--- src/rtl/gcn_pkg.sv ---
`timescale 1ns / 1ps
// Shared types, widths and offset tables for the grid cell neighbor generator.
// Used by gcn_select, gcn_walk and grid_cell_neighbor_generator.
package gcn_pkg;

  localparam int COORD_BITS = 16;
  localparam int NB_BITS    = COORD_BITS + 1;
  localparam int LAYER_BITS = 15;
  localparam int CMP_BITS   = ((NB_BITS > LAYER_BITS) ? NB_BITS : LAYER_BITS) + 1;
  localparam int NUM_SLOTS  = 8;
  localparam int SLOT_BITS  = $clog2(NUM_SLOTS);
  localparam int NUM_TBLS   = 5;
  localparam int CFG_IDX_BITS = 3;

  // Configuration register indexes.
  typedef enum logic [CFG_IDX_BITS-1:0] {
    REG_GRID_KIND     = 3'd0,
    REG_STAGGER_AXIS  = 3'd1,
    REG_STAGGER_INDEX = 3'd2,
    REG_LAYER_WIDTH   = 3'd3,
    REG_LAYER_HEIGHT  = 3'd4
  } cfg_reg_t;

  localparam logic GRID_ORTHO = 1'b0;
  localparam logic GRID_HEX   = 1'b1;
  localparam logic AXIS_X     = 1'b0;

  // Which offset table a query walks.
  typedef enum logic [2:0] {
    TBL_ORTHO = 3'd0,
    TBL_HX0   = 3'd1,
    TBL_HX1   = 3'd2,
    TBL_HY0   = 3'd3,
    TBL_HY1   = 3'd4
  } tbl_t;

  localparam logic [NUM_SLOTS-1:0] MASK_ORTHO_EDGE = 8'h0F;
  localparam logic [NUM_SLOTS-1:0] MASK_ORTHO_ALL  = 8'hFF;
  localparam logic [NUM_SLOTS-1:0] MASK_HEX        = 8'h3F;

  localparam logic signed [1:0] M1 = 2'sb11;
  localparam logic signed [1:0] Z0 = 2'sb00;
  localparam logic signed [1:0] P1 = 2'sb01;

  localparam logic signed [1:0] OFS_DX [NUM_TBLS][NUM_SLOTS] = '{
    '{M1, P1, Z0, Z0, M1, P1, M1, P1},
    '{P1, P1, Z0, M1, M1, Z0, Z0, Z0},
    '{P1, P1, Z0, M1, M1, Z0, Z0, Z0},
    '{P1, Z0, M1, M1, M1, Z0, Z0, Z0},
    '{P1, P1, Z0, M1, Z0, P1, Z0, Z0}
  };

  localparam logic signed [1:0] OFS_DY [NUM_TBLS][NUM_SLOTS] = '{
    '{Z0, Z0, M1, P1, M1, M1, P1, P1},
    '{Z0, M1, M1, M1, Z0, P1, Z0, Z0},
    '{P1, Z0, M1, Z0, P1, P1, Z0, Z0},
    '{Z0, M1, M1, Z0, P1, P1, Z0, Z0},
    '{Z0, M1, M1, Z0, P1, P1, Z0, Z0}
  };

  typedef struct packed {
    logic                  grid_kind;
    logic                  stagger_axis;
    logic                  stagger_index;
    logic [LAYER_BITS-1:0] layer_width;
    logic [LAYER_BITS-1:0] layer_height;
  } cfg_t;

  // One query ready for the walker: the cell, its table and surviving slots.
  typedef struct packed {
    logic signed [COORD_BITS-1:0] cx;
    logic signed [COORD_BITS-1:0] cy;
    tbl_t                         tbl;
    logic [NUM_SLOTS-1:0]         mask;
  } query_t;

endpackage

--- src/rtl/grid_cell_neighbor_generator.sv ---
`timescale 1ns / 1ps
// Path: an accepted query goes through the input register in gcn_select, then the walker's
// query register and result register in gcn_walk. One result word per cycle while out_ready
// allows; a query yields one word per surviving neighbor (up to 8), or a single empty word,
// and the next query waits in the input register until the walker emits the query's last word.
// Reset (rst, synchronous): configuration registers clear to 0, pipeline empties.
module grid_cell_neighbor_generator (
  input  logic                                  clk,
  input  logic                                  rst,
  input  logic                                  cfg_valid,
  output logic                                  cfg_ready,
  input  logic [gcn_pkg::CFG_IDX_BITS-1:0]      cfg_index,
  input  logic [gcn_pkg::LAYER_BITS-1:0]        cfg_data,
  input  logic                                  in_valid,
  output logic                                  in_ready,
  input  logic signed [gcn_pkg::COORD_BITS-1:0] cell_x,
  input  logic signed [gcn_pkg::COORD_BITS-1:0] cell_y,
  input  logic                                  want_diagonal,
  input  logic                                  only_valid,
  output logic                                  out_valid,
  input  logic                                  out_ready,
  output logic signed [gcn_pkg::NB_BITS-1:0]    neighbor_x,
  output logic signed [gcn_pkg::NB_BITS-1:0]    neighbor_y,
  output logic                                  found,
  output logic                                  last
);
  import gcn_pkg::*;

  cfg_t   cfg;
  query_t q;
  logic   q_valid;
  logic   q_take;

  assign cfg_ready = 1'b1;

  always_ff @(posedge clk) begin
    if (rst) begin
      cfg <= '0;
    end else if (cfg_valid && cfg_ready) begin
      unique case (cfg_index)
        REG_GRID_KIND:     cfg.grid_kind     <= cfg_data[0];
        REG_STAGGER_AXIS:  cfg.stagger_axis  <= cfg_data[0];
        REG_STAGGER_INDEX: cfg.stagger_index <= cfg_data[0];
        REG_LAYER_WIDTH:   cfg.layer_width   <= cfg_data;
        REG_LAYER_HEIGHT:  cfg.layer_height  <= cfg_data;
        default: ;
      endcase
    end
  end

  gcn_select u_select (
    .clk           (clk),
    .rst           (rst),
    .in_valid      (in_valid),
    .in_ready      (in_ready),
    .cell_x        (cell_x),
    .cell_y        (cell_y),
    .want_diagonal (want_diagonal),
    .only_valid    (only_valid),
    .cfg           (cfg),
    .q_valid       (q_valid),
    .q             (q),
    .q_take        (q_take)
  );

  gcn_walk u_walk (
    .clk        (clk),
    .rst        (rst),
    .q_valid    (q_valid),
    .q          (q),
    .q_take     (q_take),
    .out_valid  (out_valid),
    .out_ready  (out_ready),
    .neighbor_x (neighbor_x),
    .neighbor_y (neighbor_y),
    .found      (found),
    .last       (last)
  );

`ifndef NO_ASSERTIONS
  // An empty query gives exactly one word, and that word closes the query.
  a_empty_is_last: assert property (@(posedge clk) disable iff (rst)
    (out_valid && !found) |-> last)
    else $error("empty result word without last");

  a_empty_zero: assert property (@(posedge clk) disable iff (rst)
    (out_valid && !found) |-> (neighbor_x == '0 && neighbor_y == '0))
    else $error("empty result word carries a coordinate");

  a_reset_empty: assert property (@(posedge clk)
    rst |=> !out_valid)
    else $error("result word valid right after reset");

  // A query is handed to the walker only when the walker is free or finishing.
  a_handoff: assert property (@(posedge clk) disable iff (rst)
    (q_valid && !q_take) |=> q_valid)
    else $error("pending query lost before handoff");
`endif

endmodule

--- src/rtl/gcn_select.sv ---
`timescale 1ns / 1ps
// Input register and per-slot neighbor evaluation: table choice and layer filter.
// Depends on gcn_pkg.
module gcn_select (
  input  logic                                 clk,
  input  logic                                 rst,
  input  logic                                 in_valid,
  output logic                                 in_ready,
  input  logic signed [gcn_pkg::COORD_BITS-1:0] cell_x,
  input  logic signed [gcn_pkg::COORD_BITS-1:0] cell_y,
  input  logic                                 want_diagonal,
  input  logic                                 only_valid,
  input  gcn_pkg::cfg_t                        cfg,
  output logic                                 q_valid,
  output gcn_pkg::query_t                      q,
  input  logic                                 q_take
);
  import gcn_pkg::*;

  logic                         r_valid;
  logic signed [COORD_BITS-1:0] rx;
  logic signed [COORD_BITS-1:0] ry;
  logic                         rdiag;
  logic                         rfilt;

  tbl_t                         tbl;
  logic [NUM_SLOTS-1:0]         cnt_mask;
  logic [NUM_SLOTS-1:0]         keep;
  logic signed [CMP_BITS-1:0]   nx [NUM_SLOTS];
  logic signed [CMP_BITS-1:0]   ny [NUM_SLOTS];
  logic signed [CMP_BITS-1:0]   lim_w;
  logic signed [CMP_BITS-1:0]   lim_h;
  logic                         par;

  assign in_ready = !r_valid || q_take;

  always_ff @(posedge clk) begin
    if (rst) begin
      r_valid <= 1'b0;
    end else if (in_ready) begin
      r_valid <= in_valid;
    end
    if (in_valid && in_ready) begin
      rx    <= cell_x;
      ry    <= cell_y;
      rdiag <= want_diagonal;
      rfilt <= only_valid;
    end
  end

  always_comb begin
    par = (cfg.stagger_axis == AXIS_X) ? rx[0] : ry[0];
    if (cfg.grid_kind == GRID_ORTHO) begin
      tbl      = TBL_ORTHO;
      cnt_mask = rdiag ? MASK_ORTHO_ALL : MASK_ORTHO_EDGE;
    end else begin
      cnt_mask = MASK_HEX;
      if (cfg.stagger_axis == AXIS_X) begin
        tbl = (par == cfg.stagger_index) ? TBL_HX0 : TBL_HX1;
      end else begin
        tbl = (par == cfg.stagger_index) ? TBL_HY0 : TBL_HY1;
      end
    end
  end

  assign lim_w = $signed(CMP_BITS'(cfg.layer_width));
  assign lim_h = $signed(CMP_BITS'(cfg.layer_height));

  // Each slot is checked in parallel against the half-open layer rectangle.
  always_comb begin
    for (int i = 0; i < NUM_SLOTS; i++) begin
      nx[i]   = CMP_BITS'(rx) + CMP_BITS'(OFS_DX[tbl][i]);
      ny[i]   = CMP_BITS'(ry) + CMP_BITS'(OFS_DY[tbl][i]);
      keep[i] = cnt_mask[i] &&
                (!rfilt || (nx[i] >= 0 && nx[i] < lim_w && ny[i] >= 0 && ny[i] < lim_h));
    end
  end

  assign q_valid = r_valid;
  assign q.cx    = rx;
  assign q.cy    = ry;
  assign q.tbl   = tbl;
  assign q.mask  = keep;

endmodule

--- src/rtl/gcn_walk.sv ---
`timescale 1ns / 1ps
// Walks the surviving slots of one query and fills the result register.
// Depends on gcn_pkg.
module gcn_walk (
  input  logic                                  clk,
  input  logic                                  rst,
  input  logic                                  q_valid,
  input  gcn_pkg::query_t                       q,
  output logic                                  q_take,
  output logic                                  out_valid,
  input  logic                                  out_ready,
  output logic signed [gcn_pkg::NB_BITS-1:0]    neighbor_x,
  output logic signed [gcn_pkg::NB_BITS-1:0]    neighbor_y,
  output logic                                  found,
  output logic                                  last
);
  import gcn_pkg::*;

  logic                        busy;
  query_t                      cur;
  logic [SLOT_BITS-1:0]        idx;
  logic [NUM_SLOTS-1:0]        onehot;
  logic [NUM_SLOTS-1:0]        rest;
  logic                        has;
  logic                        last_pick;
  logic                        out_load;
  logic signed [NB_BITS-1:0]   nx;
  logic signed [NB_BITS-1:0]   ny;

  always_comb begin
    idx = '0;
    for (int i = NUM_SLOTS - 1; i >= 0; i--) begin
      if (cur.mask[i]) begin
        idx = SLOT_BITS'(i);
      end
    end
  end

  assign onehot    = cur.mask & (~cur.mask + 1'b1);
  assign rest      = cur.mask & ~onehot;
  assign has       = |cur.mask;
  assign last_pick = (rest == '0);

  assign nx = NB_BITS'(cur.cx) + NB_BITS'(OFS_DX[cur.tbl][idx]);
  assign ny = NB_BITS'(cur.cy) + NB_BITS'(OFS_DY[cur.tbl][idx]);

  assign out_load = busy && (!out_valid || out_ready);
  // The next query moves in on the cycle its predecessor emits its final word.
  assign q_take   = !busy || (out_load && last_pick);

  always_ff @(posedge clk) begin
    if (rst) begin
      busy      <= 1'b0;
      out_valid <= 1'b0;
    end else begin
      if (q_take) begin
        busy <= q_valid;
      end
      if (out_load) begin
        out_valid <= 1'b1;
      end else if (out_ready) begin
        out_valid <= 1'b0;
      end
    end
    if (q_take && q_valid) begin
      cur <= q;
    end else if (out_load) begin
      cur.mask <= rest;
    end
    if (out_load) begin
      found      <= has;
      last       <= last_pick;
      neighbor_x <= has ? nx : '0;
      neighbor_y <= has ? ny : '0;
    end
  end

endmodule

--- config.mk ---
export PLATFORM = sky130hd
export DESIGN_NAME = grid_cell_neighbor_generator
export DESIGN_NICKNAME = d
export VERILOG_FILES = /design/src/rtl/gcn_pkg.sv /design/src/rtl/grid_cell_neighbor_generator.sv /design/src/rtl/gcn_select.sv /design/src/rtl/gcn_walk.sv
export SDC_FILE = /design/constraint.sdc
export NUM_CORES = 1
export LEC_CHECK = 0
export ABC_CLOCK_PERIOD_IN_PS = 18200
export BUFFER_PORTS_ARGS = -buffer_cell sky130_fd_sc_hd__buf_2
export CAP_MARGIN = 10
export CORE_ASPECT_RATIO = 2
export CORE_MARGIN = 3
export CORE_UTILIZATION = 50
export CTS_CLUSTER_DIAMETER = 100
export DETAILED_ROUTE_END_ITERATION = 8
export PLACE_DENSITY = 0.67
export SLEW_MARGIN = 30
export SYNTH_ARGS = -nofsm -noshare
export SYNTH_HDL_FRONTEND = slang
export SYNTH_SLANG_ARGS = --single-unit
--- constraint.sdc ---
create_clock -name clk -period 18.2 [get_ports clk]
set_clock_uncertainty 0.15 [all_clocks]
set_input_delay 3.64 -clock clk [delete_from_list [all_inputs] [get_ports clk]]
set_output_delay 3.64 -clock clk [all_outputs]
set_load 0.1 [all_outputs]
==> out/metrics.yaml, run 1 <==
power_and_ir_drop:
  p_leak_uw: 0.00827
  seqPwrFrac_pct: 31.1
  switching_share_pct: 40.4
  finalPower_uw: 1360
  power.density_nw_per_um2: 67.6
  vdd_drop_max_uv: 72.5
  internal-power_uw: 813
  p_switching_uw: 552
  combPwrFrac_pct: 40.3
  power_frac_clock_pct: 28.6
setup_path:
  worstPathArrival_ns: 4.89
  critPathKind: "in2out"
  end_kind: "output port"
  endpoint: "in_ready"
  rrSetupSlack_ns: 10.47
  cp_max_fo: 4
  crit_required_ns: 14.41
  startpoint: "out_ready"
  startpoint_type: "input pin"
  timing.rr.end: "u_walk.cur[4]$_DFFE_PP_"
  rr_worst_depth: 24
  worstReg2RegStart: "u_select.rx[0]$_DFFE_PP_"
floorplanning:
  rows: 99
  fp.coreArea_sq_um: 36500
  initial_core_util_pct: 50.8
  die_x_um: 142
  io_pins: 96
  dieArea_sq_um: 39600
  fp.dieH_um: 278
clocking:
  post_cts_resized: 0
  cts_hold_buf: 0
  cts_setup_buffers: 0
  clk_latency_ns: 0.46
  clk_pin_slew_worst_paths_ns: 0.06
  cts_tree: "built"
  h-tree-depth: 4
  clk_path_buf_depth: 2
  clockRootBuffer: "clkbuf_16"
  cts-buffers-inserted: 17
  cts_sinks: 149
final_layout:
  final_cells: 2731
  nets: 2681
  area_growth_pct: 8.81
  finalInstanceArea_sq_um: 20200
  final_util_pct: 55.3
  drive_above_1_share_pct: 8.35
sta:
  slew_viol_final: 0
  max_clock_freq_ghz: 0.115
  finalSetupTns_ns: 0
  rsz0062_at_grt: "false"
  worst_pin_slew_ns: 0.999
  hold_violations: 0
  period_minus_slack_ns: 8.68
  finalSetupViolCount: 0
  relSlewSlack_pct: 31.7
  fin_crit_sh_pct: 47.7
global_routing:
  grt_start_max_net_pins: 56
  grt_usage_pct: 30.0
  grt_pass1_vias: 17559
  overflow: 0
  antenna_found_initial: 1
  grt_pass1_wl_um: 92900
status:
  status: "finished, final reports clean"
yosys:
  yosysTopAreaCell: "ha_1"
  synthFlopType: "edfxtp_1"
  syn_nets: 2610
  yosys.cell_types.count: 80
  ys_ff_latch: 149
  synth_edf_count: 113
  synth.avg_cell_area_sq_um: 8.46
  yosysTopAreaCellShare_pct: 23.9
  yosys-top-cells-count: "ha_1, nand2_1, nor2_1"
  async_reset_ff_share_pct: 0
  ys_seq_area_share_pct: 22.2
  synth_area_sq_um: 18600
  synthCells: 2192
  synth_area_leaders: "ha_1, edfxtp_1, xnor2_1"
  ys_warn_count: 0
  yosysMostFrequentCell: "ha_1"
detailed_routing:
  viasPerCell: 6.27
  drc: 0
  wl_per_cell_um: 22.0
  drt_iter0_drc: 1055
  first_pass_iters: 5
  routed_wl_um: 60200
  ant_nets: 0
  num_vias: 17127
flow_run:
  drv_cap: 0
min_path:
  hold_path_class: "reg2reg"
placement:
  dp.final_hpwl_um: 46500
  gp_congestion: 1.04
  dp_cells: 2698
  io_buffers: 94
  placed_area_sq_um: 19600
## how the worst min path moves through the flow
stage / depth (start not counted) / end / slack (ns) / start
floorplan: 2 / cfg[10]$_SDFFE_PP0P_ / 0.29 / cfg[10]$_SDFFE_PP0P_
global placement: 2 / cfg[27]$_SDFFE_PP0P_ / 0.29 / cfg[27]$_SDFFE_PP0P_
detailed placement: 2 / cfg[27]$_SDFFE_PP0P_ / 0.30 / cfg[27]$_SDFFE_PP0P_
CTS: 2 / cfg[6]$_SDFFE_PP0P_ / 0.31 / cfg[6]$_SDFFE_PP0P_
global route: 2 / cfg[27]$_SDFFE_PP0P_ / 0.32 / cfg[27]$_SDFFE_PP0P_
finish: 2 / cfg[1]$_SDFFE_PP0P_ / 0.30 / cfg[1]$_SDFFE_PP0P_
## kinds of logic after synthesis
| group | share of synthesized area, % |
|---|---|
| multiplexers | 1.05 |
| flip-flops | 22.2 |
| AND/OR/NAND/NOR | 17.4 |
| XOR/XNOR | 10.6 |
| buffers and inverters | 3.73 |
| AO/OA/AOI/OAI | 20.3 |
| adder cells (fa/ha/maj) | 24.7 |
| other | 0.0202 |
## area by class of cell
type	count	area [sq um]
diodes	1	2.50
clock buffers	17	425
clock inverters	15	201
fillers	3428	16400
inverters	104	390
multi-input cells	1865	13800
flip-flops and latches	149	4110
well taps	454	568
repair buffers	126	711
## critical path: stages
cell and delay (ns):
buf_2 0.07, nand2b_1 0.20, nand2_1 0.09, o21ai_2 0.20, inv_1 0.12, nand2_1 0.12
buf_2 0.44
## power by group through the flow
stage               registers (uW)  logic [uW]  clock network, uW
floorplan                      503         340                  0
CTS                            424         547                394
global placement               431         529                  0
finish                         425         550                390
detailed placement             431         544                  0
global route                   427         611                405
## through the flow
step	hold slack, ns	worst slack [ns]
after global routing	0.320	9.43
after global placement	0.292	9.55
after CTS	0.306	9.52
after floorplan	0.286	9.69
final	0.305	9.52
after detailed placement	0.297	9.52
## state kept, by name, summed over array words and instances, names as in the netlist
signal	flops
u_walk.found	1
u_select.rfilt	1
u_walk.neighbor_x	17
u_walk.busy	1
u_select.rx	16
cfg	33
u_walk.neighbor_y	17
u_select.rdiag	1
u_walk.last	1
u_walk.out_valid	1
u_select.ry	16
u_select.q_valid	1
u_walk.cur	43
## cell usage in the layout, fill, tap and decap left out, types with 17 or more instances in the layout
master     count
nand2_1      194
dfxtp_1       36
a31oi_1       20
o21a_1        28
nor2b_1       23
and2_1        19
nand3_1       58
clkbuf_16     17
o21bai_1      17
buf_4         32
a21o_1        66
nor2_1       186
inv_1        102
a211oi_1      21
ha_1         354
buf_2         94
xnor2_1      161
and3_1        17
o21ai_0      110
edfxtp_1     113
xor2_1        60
nor3_1        57
nand2b_1      28
a21oi_1      171
## per-layer routing
metal  vias up  wire, um  GRT usage, %
li1       8189         -             -
met1      8108     20900          29.5
met2       582     31900          56.1
met3       248      2400          3.54
met4         0      4930          21.5
met5         -         0             0
Power figures use the tool's default switching activity.
==> run 2: changes to the inputs <==
--- a/config.mk
+++ b/config.mk
@@ -5,7 +5,8 @@
 export SDC_FILE = /design/constraint.sdc
 export NUM_CORES = 1
 export LEC_CHECK = 0
-export ABC_CLOCK_PERIOD_IN_PS = 18200
+export ABC_AREA = 1
+export ABC_CLOCK_PERIOD_IN_PS = 8800
 export BUFFER_PORTS_ARGS = -buffer_cell sky130_fd_sc_hd__buf_2
 export CAP_MARGIN = 10
 export CORE_ASPECT_RATIO = 2
==> constraint.sdc (replaced) <==
create_clock -name clk -period 8.8 [get_ports clk]
set_clock_uncertainty 0.15 [all_clocks]
set_input_delay 1.76 -clock clk [delete_from_list [all_inputs] [get_ports clk]]
set_output_delay 1.76 -clock clk [all_outputs]
set_load 0.1 [all_outputs]
==> out/metrics.yaml, run 2 <==
placement:
  dp.final_hpwl_um: 48500
  gp_congestion: 0.960
  io_buffers: 94
setup_path:
  worst_path_max_delay_cell: "edfxtp_1"
  crit_required_ns: 8.94
  end_kind: "register"
  worstPathArrival_ns: 7.08
  crit_family: "simple AND/OR/NAND/NOR gates"
  critPathBufInv: 3
  cp_max_fo: 56
  critical_path.max_stage_delay_ns: 0.82
  startpoint_type: "register"
  critPathKind: "reg2reg"
  critical_path.most_common_cell: "nand2_1"
sta:
  rsz0062_at_grt: "false"
  finalSetupTns_ns: 0
  fin_crit_sh_pct: 78.9
  worst_pin_slew_ns: 0.889
  max_clock_freq_ghz: 0.144
  finalSetupViolCount: 0
  relSlewSlack_pct: 40.7
  period_minus_slack_ns: 6.94
  slew_viol_final: 0
  hold_violations: 0
final_layout:
  nFillCells: 3498
  nets: 2931
  regMostFlops: "u_walk.cur"
  final_cell_mix: "nand2_1, ha_1, inv_1"
  seq_area_sq_um: 4110
  final_common_cell: "nand2_1"
  largest_reg_flops: 43
  final_util_pct: 55.1
  drive_above_1_share_pct: 8.04
  reg.largest.list: "u_walk.cur (43), cfg (33)"
  area_growth_pct: 8.34
  multi_input_area_sq_um: 13300
yosys:
  async_reset_ff_share_pct: 0
  yosysTopAreaCellShare_pct: 23.8
  synth_edf_count: 113
  yosysTopAreaCell: "ha_1"
  yosys-top-cells-count: "nand2_1, ha_1, inv_1"
  synth.avg_cell_area_sq_um: 7.65
  synth_area_sq_um: 18600
  synthFlopType: "edfxtp_1"
  synthCells: 2430
  synth_area_leaders: "ha_1, edfxtp_1, nand2_1"
  ys_warn_count: 0
  syn_nets: 2848
  ys_ff_latch: 149
  ys_seq_area_share_pct: 22.1
  yosys.cell_types.count: 65
  yosysMostFrequentCell: "nand2_1"
global_routing:
  grt_pass1_vias: 17616
  grt_pass1_wl_um: 93300
  grtUsageMet3_pct: 3.25
  antenna_found_initial: 1
  grtUsageMet2_pct: 58.8
  grt_start_max_net_pins: 57
  grt_usage_pct: 30.4
  busiest_layer: "met2"
  overflow: 0
  grtUsageMet1_pct: 28.6
detailed_routing:
  drt_iter0_drc: 874
  ant_nets: 0
  num_vias: 17452
  first_pass_iters: 7
  routed_wl_um: 60800
  wl_per_cell_um: 20.4
  viasPerCell: 5.85
  drc: 0
clocking:
  cts_tree: "built"
  h-tree-depth: 4
  clk_pin_slew_worst_paths_ns: 0.08
  clockRootBuffer: "clkbuf_16"
  clk_path_buf_depth: 2
  clk_latency_ns: 0.46
  cts_hold_buf: 0
  cts_sinks: 149
  cts_setup_buffers: 0
  cts-buffers-inserted: 17
  post_cts_resized: 0
power_and_ir_drop:
  vdd_drop_max_uv: 135
  power_frac_clock_pct: 26.6
  switching_share_pct: 43.4
  seqPwrFrac_pct: 31.1
  p_switching_uw: 1250
  power.density_nw_per_um2: 143
  p_leak_uw: 0.00933
  internal-power_uw: 1630
  combPwrFrac_pct: 42.3
floorplanning:
  dieArea_sq_um: 39600
  die_x_um: 142
  io_pins: 96
  fp.dieH_um: 279
  fp.coreArea_sq_um: 36500
  initial_core_util_pct: 50.8
  rows: 99
min_path:
  hold_path_class: "reg2reg"
status:
  status: "finished, final reports clean"
flow_run:
  drv_cap: 0
run 2: cell count changes in the layout (fill, tap and decap cells not counted), moves of 22 or more:
cell,change
nand2_1,+226
inv_1,+157
xnor2_1,-135
xor2_1,+111
a21oi_1,+77
a21o_1,-57
nand3_1,+49
nor2_1,+38
a211oi_1,+30
nand2b_1,-28
nor2b_1,-22
run 2: stage by stage:
stage	setup WS (ns)	instance area, sq um	std cells	hold slack, ns	power, uW
after floorplan	3.36	18600	2430	0.311	1800
after detailed placement	1.94	19500	2948	0.335	2110
final	1.86	20100	2981	0.342	2880
after global placement	2.20	19500	2948	0.321	2080
after global routing	1.17	20100	2981	0.400	3060
after CTS	1.89	20100	2980	0.344	2880
run 2: layout make-up:
| class | instances | area share (%) |
|---|---|---|
| multi-input cells | 1970 | 65.9 |
| flip-flops and latches | 149 | 20.4 |
| inverters | 269 | 5.05 |
| well taps | 454 | 2.82 |
| repair buffers | 106 | 2.78 |
| clock buffers | 17 | 2.11 |
| clock inverters | 15 | 0.895 |
| diodes | 1 | 0.0124 |
run 2: power groups by stage:
stage                     Sequential, uW  Combinational, uW  Clock [uW]
final                                894               1220         765
after global routing                 900               1360         801
after CTS                            895               1210         776
after detailed placement             910               1200           0
after global placement               910               1170           0
after floorplan                     1030                775           0
run 2: routing by layer:
metal	wire length, um	vias up
li1	-	8576
met1	20500	8189
met2	33200	493
met3	2000	194
met4	5050	0
met5	0	-
run 2: final timing paths:
kind / slack (ns) / depth (start not counted) / to / start
worst min register to register: 0.34 / 2 / u_walk.busy$_SDFFE_PP0P_ / u_walk.busy$_SDFFE_PP0P_
worst min-delay path: 0.34 / 2 / u_walk.busy$_SDFFE_PP0P_ / u_walk.busy$_SDFFE_PP0P_
worst max-delay path: 1.86 / 30 / u_walk.cur[3]$_DFFE_PP_ / u_select.ry[0]$_DFFE_PP_
worst max register to register: 1.86 / 30 / u_walk.cur[3]$_DFFE_PP_ / u_select.ry[0]$_DFFE_PP_
run 2: cells by family (layout without fill, tap and decap cells):
group           count (synthesis)  after routing  share of synthesized area [%]
simple gates                  876            876                           20.2
compound gates                531            531                           16.6
fa+ha+maj                     361            361                           24.6
buf+inv                       311            407                           6.65
xor+xnor                      200            200                           9.67
flops                         149            149                           22.1
other cells                     1              2                         0.0202
mux                             1              1                         0.0539
run 2: worst min-delay path: stages, from the launching register on:
cell     delay [ns]
dfxtp_1        0.31
nand2_1        0.08
a21oi_1        0.06
==> run 3: changes to the inputs <==
--- a/config.mk
+++ b/config.mk
@@ -6,7 +6,7 @@
 export NUM_CORES = 1
 export LEC_CHECK = 0
 export ABC_AREA = 1
-export ABC_CLOCK_PERIOD_IN_PS = 8800
+export ABC_CLOCK_PERIOD_IN_PS = 6900
 export BUFFER_PORTS_ARGS = -buffer_cell sky130_fd_sc_hd__buf_2
 export CAP_MARGIN = 10
 export CORE_ASPECT_RATIO = 2
==> constraint.sdc (replaced) <==
create_clock -name clk -period 6.9 [get_ports clk]
set_clock_uncertainty 0.15 [all_clocks]
set_input_delay 1.38 -clock clk [delete_from_list [all_inputs] [get_ports clk]]
set_output_delay 1.38 -clock clk [all_outputs]
set_load 0.1 [all_outputs]
==> out/metrics.yaml, run 3 (synthesized netlist as in run 2, its figures left out) <==
setup_path:
  end_kind: "register"
  critPathKind: "reg2reg"
  crit_required_ns: 7.05
  cp_max_fo: 33
  worst_path_max_delay_cell: "edfxtp_1"
  critical_path.max_stage_delay_ns: 0.42
  critical_path.most_common_cell: "nand2_1"
  startpoint_type: "register"
  worstPathArrival_ns: 5.94
floorplanning:
  fp.coreArea_sq_um: 36500
  dieArea_sq_um: 39600
  io_pins: 96
  die_x_um: 142
  rows: 99
  initial_core_util_pct: 50.8
  fp.dieH_um: 279
sta:
  whs_ns: 0.358
  fin_crit_sh_pct: 83.8
  relSlewSlack_pct: 44.7
  worst_pin_slew_ns: 0.830
  finalSetupTns_ns: 0
  hold_violations: 0
  max_clock_freq_ghz: 0.173
  finalSetupViolCount: 0
  rsz0062_at_grt: "false"
  period_minus_slack_ns: 5.79
  slew_viol_final: 0
  setup_ws_ns: 1.11
power_and_ir_drop:
  vdd_drop_max_uv: 172
  p_leak_uw: 0.00937
  power.density_nw_per_um2: 182
final_layout:
  finalInstanceArea_sq_um: 20200
  reg.largest.list: "u_walk.cur (43), cfg (33)"
  final_common_cell: "nand2_1"
  area_growth_pct: 8.53
  drive_above_1_share_pct: 8.25
  nFillCells: 3509
  seq_area_sq_um: 4110
  largest_reg_flops: 43
  final_util_pct: 55.2
  nets: 2937
  final_cell_mix: "nand2_1, ha_1, inv_1"
  regMostFlops: "u_walk.cur"
  multi_input_area_sq_um: 13300
clocking:
  h-tree-depth: 4
  cts_sinks: 149
  post_cts_resized: 0
  cts_tree: "built"
  clockRootBuffer: "clkbuf_16"
  clk_latency_ns: 0.46
  cts_hold_buf: 0
  cts-buffers-inserted: 17
  cts_setup_buffers: 0
  clk_path_buf_depth: 2
  clk_pin_slew_worst_paths_ns: 0.08
status:
  status: "finished, final reports clean"
global_routing:
  grt_pass1_wl_um: 92400
  grt_start_max_net_pins: 42
  grt_usage_pct: 30.2
  overflow: 0
  antenna_found_initial: 1
  grt_pass1_vias: 17729
placement:
  placed_area_sq_um: 19600
  pre_cts_slack_ns: 1.18
  gp_congestion: 0.983
  io_buffers: 94
  dp.final_hpwl_um: 48600
min_path:
  hold_path_class: "reg2reg"
flow_run:
  drv_cap: 0
detailed_routing:
  num_vias: 17411
  drc: 0
  ant_nets: 0
  wl_per_cell_um: 20.1
  drt_iter0_drc: 818
  first_pass_iters: 6
  routed_wl_um: 60100
  viasPerCell: 5.83
[run 3: final cells by class]
type                    instances  area share [%]
well taps                     454            2.82
flip-flops and latches        149            20.4
multi-input cells            1970            65.8
diodes                          1          0.0124
clock buffers                  17            2.11
clock inverters                15           0.844
inverters                     269            5.05
repair buffers                112            3.00
[run 3: critical path, delay by kind of cell, from the launching register on]
family	cells	cell delay [ns]
and+or+nand+nor	13	1.68
AOI/OAI and AO/OA	9	1.64
adders and majority gates	4	0.92
buffers and inverters	4	0.66
DFF	1	0.42
xor gates and xnor gates	1	0.17
[run 3: path summary, 6_finish.rpt]
path	start	to	slack [ns]	cells past startpoint
max	u_select.rx[0]$_DFFE_PP_	u_walk.cur[3]$_DFFE_PP_	1.11	31
max reg2reg	u_select.rx[0]$_DFFE_PP_	u_walk.cur[3]$_DFFE_PP_	1.11	31
min	u_walk.busy$_SDFFE_PP0P_	u_walk.busy$_SDFFE_PP0P_	0.36	2
min reg2reg	u_walk.busy$_SDFFE_PP0P_	u_walk.busy$_SDFFE_PP0P_	0.36	2
[run 3: metal layers]
layer | track usage [%] | wire length [um]
met5 | 0 | 0
met4 | 24.8 | 6110
met3 | 3.63 | 2010
met2 | 57.4 | 32100
met1 | 27.5 | 19900
[run 3: where the power goes]
| group | internal (uW) | switching (uW) |
|---|---|---|
| registers | 1070 | 70.4 |
| clock network | 490 | 486 |
| logic | 519 | 1030 |
| total | 2080 | 1580 |
[run 3: per-stage QoR]
step | instances | total power (uW)
CTS | 2986 | 3670
detailed placement | 2954 | 2690
global route | 2987 | 3900
finish | 2987 | 3660
floorplan | 2430 | 2300
global placement | 2954 | 2650
